<file path="config.mk">
export PLATFORM = sky130hd
export DESIGN_NAME = stepper_move_sequencer_core
export DESIGN_NICKNAME = d
export VERILOG_FILES = /design/src/rtl/smseq_pkg.sv /design/src/rtl/stepper_move_sequencer_core.sv /design/src/rtl/smseq_step_unit.sv
export SDC_FILE = /design/constraint.sdc
export NUM_CORES = 1
export LEC_CHECK = 0
export BUFFER_PORTS_ARGS = -buffer_cell sky130_fd_sc_hd__buf_2
export CAP_MARGIN = 20
export CORE_MARGIN = 5
export CORE_UTILIZATION = 40
export CTS_CLUSTER_SIZE = 8
export DETAILED_ROUTE_END_ITERATION = 7
export PLACE_DENSITY = 0.6
export SLEW_MARGIN = 30
export SYNTH_ARGS = -nofsm -noshare
export SYNTH_HDL_FRONTEND = slang
export SYNTH_SLANG_ARGS = --single-unit
</file>
<file path="constraint.sdc">
create_clock -name clk -period 7.2 [get_ports clk]
set_input_delay 1.8 -clock clk [delete_from_list [all_inputs] [get_ports clk]]
set_output_delay 1.8 -clock clk [all_outputs]
set_load 0.03 [all_outputs]
</file>
<file path="src/rtl/smseq_pkg.sv">
package smseq_pkg;

  // Field and register widths
  localparam int TickW  = 32;
  localparam int RemW   = 31;
  localparam int PosW   = 16;
  localparam int ReqW   = 32;
  localparam int CfgIdW = 2;
  localparam int CfgDW  = 32;

  // Item kinds
  localparam logic FUNC_TICK = 1'b0;
  localparam logic FUNC_MOVE = 1'b1;

  // Configuration register indexes
  localparam logic [CfgIdW-1:0] CFG_STEPS_PER_TURN = 2'd0;
  localparam logic [CfgIdW-1:0] CFG_STEP_INTERVAL  = 2'd1;

  // Reset values of the configuration registers
  localparam logic [PosW-1:0]  SPT_RESET      = 16'd200;
  localparam logic [TickW-1:0] INTERVAL_RESET = '0;

  // Motion state
  typedef struct packed {
    logic [TickW-1:0] ticks;
    logic [RemW-1:0]  remaining;
    logic             forward;
    logic [PosW-1:0]  position;
    logic [1:0]       coil;
  } smseq_state_t;

  // One result word
  typedef struct packed {
    logic            coil_one;
    logic            coil_two;
    logic            step_taken;
    logic            busy_res;
    logic            move_done;
    logic            rejected;
    logic [PosW-1:0] turn_position;
  } smseq_result_t;

  // Coil code 00,01,11,10 indexed by position mod 4
  function automatic logic [1:0] coil_code(input logic [1:0] phase);
    coil_code = {phase[1], phase[1] ^ phase[0]};
  endfunction

endpackage

</file>
<file path="src/rtl/stepper_move_sequencer_core.sv">
// Channel | Direction | Handshake              | Payload
// in_     | input     | in_valid / in_stall    | func, move_steps
// out_    | output    | out_valid / out_stall  | coil_one, coil_two, step_taken,
//         |           |                        | busy_res, move_done, rejected,
//         |           |                        | turn_position
// cfg_    | input     | cfg_valid / cfg_ready  | cfg_index, cfg_data
//
// One word per cycle while in_stall is low; each result word is registered.
// The state update and result logic sit between the state registers and a
// two-entry output buffer (result register plus skid register).
// in_stall rises only when both output entries are full; it is registered.
// Synchronous active-low reset clears motion state and loads register defaults.
module stepper_move_sequencer_core (
  input  logic                          clk,
  input  logic                          rst_n,
  input  logic                          in_valid,
  output logic                          in_stall,
  input  logic                          in_func,
  input  logic [smseq_pkg::ReqW-1:0]    in_move_steps,
  output logic                          out_valid,
  input  logic                          out_stall,
  output logic                          out_coil_one,
  output logic                          out_coil_two,
  output logic                          out_step_taken,
  output logic                          out_busy_res,
  output logic                          out_move_done,
  output logic                          out_rejected,
  output logic [smseq_pkg::PosW-1:0]    out_turn_position,
  input  logic                          cfg_valid,
  output logic                          cfg_ready,
  input  logic [smseq_pkg::CfgIdW-1:0]  cfg_index,
  input  logic [smseq_pkg::CfgDW-1:0]   cfg_data
);
  import smseq_pkg::*;

  logic [PosW-1:0]  steps_per_turn_r;
  logic [TickW-1:0] step_interval_r;
  smseq_state_t     state_r;
  smseq_state_t     state_nxt;
  smseq_result_t    res_nxt;
  smseq_result_t    out_res_r;
  smseq_result_t    skid_res_r;
  logic             out_valid_r;
  logic             skid_valid_r;
  logic             in_take;
  logic             out_take;

  assign cfg_ready = 1'b1;
  assign in_stall  = skid_valid_r;
  assign in_take   = in_valid && !skid_valid_r;
  assign out_take  = out_valid_r && !out_stall;

  // Configuration registers
  always_ff @(posedge clk) begin
    if (!rst_n) begin
      steps_per_turn_r <= SPT_RESET;
      step_interval_r  <= INTERVAL_RESET;
    end else if (cfg_valid && cfg_ready) begin
      case (cfg_index)
        CFG_STEPS_PER_TURN: steps_per_turn_r <= cfg_data[PosW-1:0];
        CFG_STEP_INTERVAL:  step_interval_r  <= cfg_data[TickW-1:0];
        default: ;
      endcase
    end
  end

  smseq_step_unit u_step (
    .cur            (state_r),
    .func           (in_func),
    .move_steps     (in_move_steps),
    .steps_per_turn (steps_per_turn_r),
    .step_interval  (step_interval_r),
    .nxt            (state_nxt),
    .res            (res_nxt)
  );

  // Motion state
  always_ff @(posedge clk) begin
    if (!rst_n) begin
      state_r <= '0;
    end else if (in_take) begin
      state_r <= state_nxt;
    end
  end

  // Output buffer: result register with skid entry
  always_ff @(posedge clk) begin
    if (!rst_n) begin
      out_valid_r  <= 1'b0;
      skid_valid_r <= 1'b0;
    end else if (skid_valid_r) begin
      if (out_take) begin
        out_res_r    <= skid_res_r;
        skid_valid_r <= 1'b0;
      end
    end else if (in_take) begin
      if (!out_valid_r || out_take) begin
        out_res_r   <= res_nxt;
        out_valid_r <= 1'b1;
      end else begin
        skid_res_r   <= res_nxt;
        skid_valid_r <= 1'b1;
      end
    end else if (out_take) begin
      out_valid_r <= 1'b0;
    end
  end

  assign out_valid         = out_valid_r;
  assign out_coil_one      = out_res_r.coil_one;
  assign out_coil_two      = out_res_r.coil_two;
  assign out_step_taken    = out_res_r.step_taken;
  assign out_busy_res      = out_res_r.busy_res;
  assign out_move_done     = out_res_r.move_done;
  assign out_rejected      = out_res_r.rejected;
  assign out_turn_position = out_res_r.turn_position;

`ifndef SYNTH
  // Skid entry is only used behind a full result register
  a_skid_behind_out: assert property (@(posedge clk) disable iff (!rst_n)
    skid_valid_r |-> out_valid_r)
    else $error("skid entry valid with empty result register");

  // A result word never reports both a step and a rejected command
  a_step_or_reject: assert property (@(posedge clk) disable iff (!rst_n)
    out_valid_r |-> !(out_res_r.step_taken && out_res_r.rejected))
    else $error("step and reject in one word");

  // Final step of a move leaves the block idle
  a_done_idle: assert property (@(posedge clk) disable iff (!rst_n)
    (out_valid_r && out_res_r.move_done) |-> (out_res_r.step_taken && !out_res_r.busy_res))
    else $error("move done flagged without final step");

  // A command taken while busy leaves the step count alone
  a_reject_holds: assert property (@(posedge clk) disable iff (!rst_n)
    (in_take && (in_func == FUNC_MOVE) && (state_r.remaining != '0))
      |=> $stable(state_r.remaining))
    else $error("rejected command changed step count");
`endif

endmodule

</file>
<file path="src/rtl/smseq_step_unit.sv">
module smseq_step_unit (
  input  smseq_pkg::smseq_state_t          cur,
  input  logic                             func,
  input  logic [smseq_pkg::ReqW-1:0]       move_steps,
  input  logic [smseq_pkg::PosW-1:0]       steps_per_turn,
  input  logic [smseq_pkg::TickW-1:0]      step_interval,
  output smseq_pkg::smseq_state_t          nxt,
  output smseq_pkg::smseq_result_t         res
);
  import smseq_pkg::*;

  logic [TickW-1:0] ticks_inc;
  logic             step_now;
  logic [PosW-1:0]  pos_fwd;
  logic [PosW-1:0]  pos_rev_base;
  logic [PosW-1:0]  pos_step;
  logic [ReqW-1:0]  req_neg;
  logic [RemW-1:0]  req_mag;
  logic             busy;

  // Per-tick arithmetic
  always_comb begin
    ticks_inc    = (cur.ticks == '1) ? cur.ticks : cur.ticks + 1'b1;
    busy         = (cur.remaining != '0);
    step_now     = busy && (ticks_inc >= step_interval);
    pos_fwd      = cur.position + 1'b1;
    if (pos_fwd == steps_per_turn) begin
      pos_fwd = '0;
    end
    pos_rev_base = (cur.position == '0) ? steps_per_turn : cur.position;
    pos_step     = cur.forward ? pos_fwd : pos_rev_base - 1'b1;
  end

  // Magnitude of a move request, most negative value saturates
  always_comb begin
    req_neg = (~move_steps) + 1'b1;
    if (move_steps[ReqW-1]) begin
      req_mag = req_neg[ReqW-1] ? '1 : req_neg[RemW-1:0];
    end else begin
      req_mag = move_steps[RemW-1:0];
    end
  end

  // Next state and result word
  always_comb begin
    nxt = cur;
    res = '0;
    if (func == FUNC_MOVE) begin
      if (busy) begin
        res.rejected = 1'b1;
      end else begin
        nxt.remaining = req_mag;
        nxt.forward   = !move_steps[ReqW-1] && (move_steps != '0);
        nxt.position  = '0;
      end
    end else begin
      nxt.ticks = ticks_inc;
      if (step_now) begin
        nxt.ticks      = '0;
        nxt.position   = pos_step;
        nxt.remaining  = cur.remaining - 1'b1;
        nxt.coil       = coil_code(pos_step[1:0]);
        res.step_taken = 1'b1;
        res.move_done  = (cur.remaining == RemW'(1));
      end
    end
    res.coil_one      = nxt.coil[1];
    res.coil_two      = nxt.coil[0];
    res.busy_res      = (nxt.remaining != '0);
    res.turn_position = nxt.position;
  end

endmodule

</file>
==> impl_results.md <==
* Status: finished clean
* Vias in the first global route at 10,600
* Core box area at 28,900 um^2
* Site Rows at 62
* Setup TNS at 0 ns
* Pleak at 4.90 nW
* Antenna violations before repair at 0
* Diode count at 0
* Netlist cell types at 85
* Pwr dens at 234 nW/um^2
* CTS Buf Count at 17
* Clk slew on worst S/H paths at 0.08 ns
* Worst Path Required at 7.38 ns
* Critical Path AT at 6.29 ns
* Critical Path Fanout Max at 26
* Placer Congestion at 0.937
* Tmin final at 6.10 ns
* Max-Cap Viols at 0
* Max IR drop VDD at 0.000128 V
* DIE WIDTH at 182 um
* CP Launch Type: flop
* Initial Util at 0.408
* Num ports at 97
* Filler Cell Count at 2,960
* CTS tree: done
* Final max-slew violation count at 0
* Cell area after synthesis at 11,800 um^2
* Dpl hpwl at 26.3 mm
* Number of synthesized flops with an enable pin at 44
* Reg2Reg Setup Slack at 1.10 ns
* Type of the worst min-delay path: reg -> reg
* CTS root buf: clkbuf_16
* Yosys reg bits at 176
* # nets final at 1,662
* Post-synth ARST share at 0
* Setup violators final at 0
* Routed len/inst at 18.2 um
* Clock buffer depth at 2
* Share of post-route cells with drive strength above 1 at 0.127
* Period utilization at 0.848
* Grt ovf at 0
* GRT Total Usage at 0.208
* Synth Area per Inst at 7.81 um^2
* Cells after DPL at 1,915
* Maximum number of pins on one net before global-route repair at 90
* DRT Wirelength at 35.4 mm
* Post-CTS setup buffers at 0
* Clk_lat worst skew at 0.44 ns
* Highest clock rate at 164 MHz
* DRC errors left at 0
* Number of port buffers at 95
* Die Span Y at 182 um
* Cells after Synth at 1,507
* Clock sinks at 176
* Actual slew at the worst max-slew pin at 0.930 ns
* DR pass1 iterations at 5
* CP Class: reg -> reg
* Post-cts resize count at 0
* Via count at 11,400
* Cts hold-fix bufs at 0
* Area Overhead vs Synth at 11.7%
* Fin Clk Skew at 0.0169 ns
* ANT nets after route at 0
* Hold Vio Cnt, Final at 0
* H-tree levels at 4
* YS warnings at 0
* Non-Filler Instances at 1,947
* Worst slew margin at 0.378
* CP endpoint kind: flop
* Vias per cell at 5.85
* Primary flip-flop cell chosen by synthesis mapping: dfxtp_1
* Die ar. at 33,000 um^2
* Unrepaired setup endpoints after global routing: no
* Sequential share of the synthesized area at 0.337
* DRT iter0 DRCs at 1,240
* First-pass GRT wire length at 56.8 mm
* Syn_nets at 1,619
[cell families (layout without fill, tap and decap cells)]
family / after synthesis / in the layout / synth area share
xor gates and xnor gates: 98 / 98 / 0.0777
DFF: 176 / 176 / 0.337
adders and majority gates: 40 / 40 / 0.0425
muxes: 31 / 31 / 0.0286
buffers and inverters: 158 / 214 / 0.0513
and+or+nand+nor: 627 / 627 / 0.258
other: 1 / 1 / 0.000319
AOI/OAI and AO/OA: 376 / 376 / 0.205
[layout make-up]
type                    instances  area, um^2  area share
multi-input cells            1173        7240       0.551
flip-flops and latches        176        3960       0.301
repair buffers                116         637      0.0484
well taps                     384         480      0.0365
clock buffers                  18         439      0.0334
inverters                      66         249      0.0189
clock inverters                14         141      0.0108
[flip-flops by register name, summed over array words and instances (netlist names)]
register and cells:
in_stall 1, steps_per_turn_r 16, out_coil_one 1, out_busy_res 1, out_step_taken 1, out_rejected 1
skid_res_r 22, step_interval_r 32, state_r 82, out_move_done 1, out_valid 1, out_coil_two 1
out_turn_position 16
[synthesized netlist by cell type (all sizes together), types with 33 or more instances]
master  count  area share
xnor2      54       0.040
edfxtp     44        0.11
inv        66       0.021
nand3      43       0.018
ha         40       0.043
nand2     206       0.066
dfxtp     132        0.22
clkbuf     78       0.025
nor3       45       0.020
nand4      33       0.018
a21oi     141       0.060
o21ai      70       0.030
xor2       40       0.030
nor2      158       0.050
[routing by layer]
metal  part of all wire  track usage
met4              0.022       0.0636
met1               0.46        0.291
met5                  0            0
met3              0.058       0.0312
met2               0.46        0.330
[report_power, final]
group	internal, W	switching (W)	total, W
Combinational	0.000359	0.000649	0.00101
Sequential	0.00107	0.0000669	0.00114
Clock	0.000472	0.000455	0.000927
Total	0.00190	0.00117	0.00307
[through the flow]
| step | hold slack (ns) | util | worst slack [ns] | area (um^2) | power (W) |
|---|---|---|---|---|---|
| 2_1_floorplan | 0.436 | - | 1.77 | 11800 | 0.00184 |
| 3_3_place_gp | 0.443 | 0.435 | 1.30 | 12600 | 0.00215 |
| 3_5_place_dp | 0.448 | 0.435 | 1.19 | 12600 | 0.00215 |
| 4_1_cts | 0.460 | 0.455 | 1.15 | 13100 | 0.00308 |
| 5_1_grt | 0.476 | 0.456 | 0.575 | 13200 | 0.00324 |
| 6_report | 0.455 | 0.456 | 1.10 | 13200 | 0.00307 |
[worst paths after layout]
path | cells after the start | endpoint | startpoint
min reg2reg | 2 | step_interval_r[2] | step_interval_r[2]
max | 20 | out_busy_res | state_r[53]
min | 2 | step_interval_r[2] | step_interval_r[2]
max reg2reg | 20 | out_busy_res | state_r[53]
[cell usage in the layout, fill, tap and decap left out, drive strengths merged, types with 5 or more instances in the layout]
cell / count
and2: 5
nor4: 32
a211oi: 21
buf: 116
or4: 12
or2: 6
a21oi: 141
a22oi: 25
a31oi: 9
inv: 74
xor2: 40
and4: 15
clkinv: 5
nand3: 43
nand4: 33
nand2: 206
nor3: 45
nand2b: 12
ha: 40
mux2: 21
clkbuf: 18
a211o: 8
mux2i: 10
a311oi: 5
nor2: 158
o22ai: 9
and3: 12
dfxtp: 132
xnor2: 54
a21o: 8
or3: 24
o41ai: 7
edfxtp: 44
o211ai: 9
nor4b: 5
o21ai: 70
o31ai: 10
[critical path, stage by stage, from the launching register on]
cell and delay, ns:
dfxtp_1 0.44, and4_1 0.28, nand4_1 0.26, nor4_1 0.34, buf_4 0.19, nand4b_1 0.34, nor2_1 0.15, and4_1 0.24
xor2_1 0.15, ha_1 0.29, and4_1 0.26, nand2_1 0.06, o311ai_0 0.57, o21a_1 0.54, o21ai_2 0.11, inv_2 0.37
a32o_1 0.27, o22ai_1 0.09, nor4b_1 0.40, nand4_1 0.18, o31a_1 0.30
No activity file was read; power rests on OpenSTA's default activity.
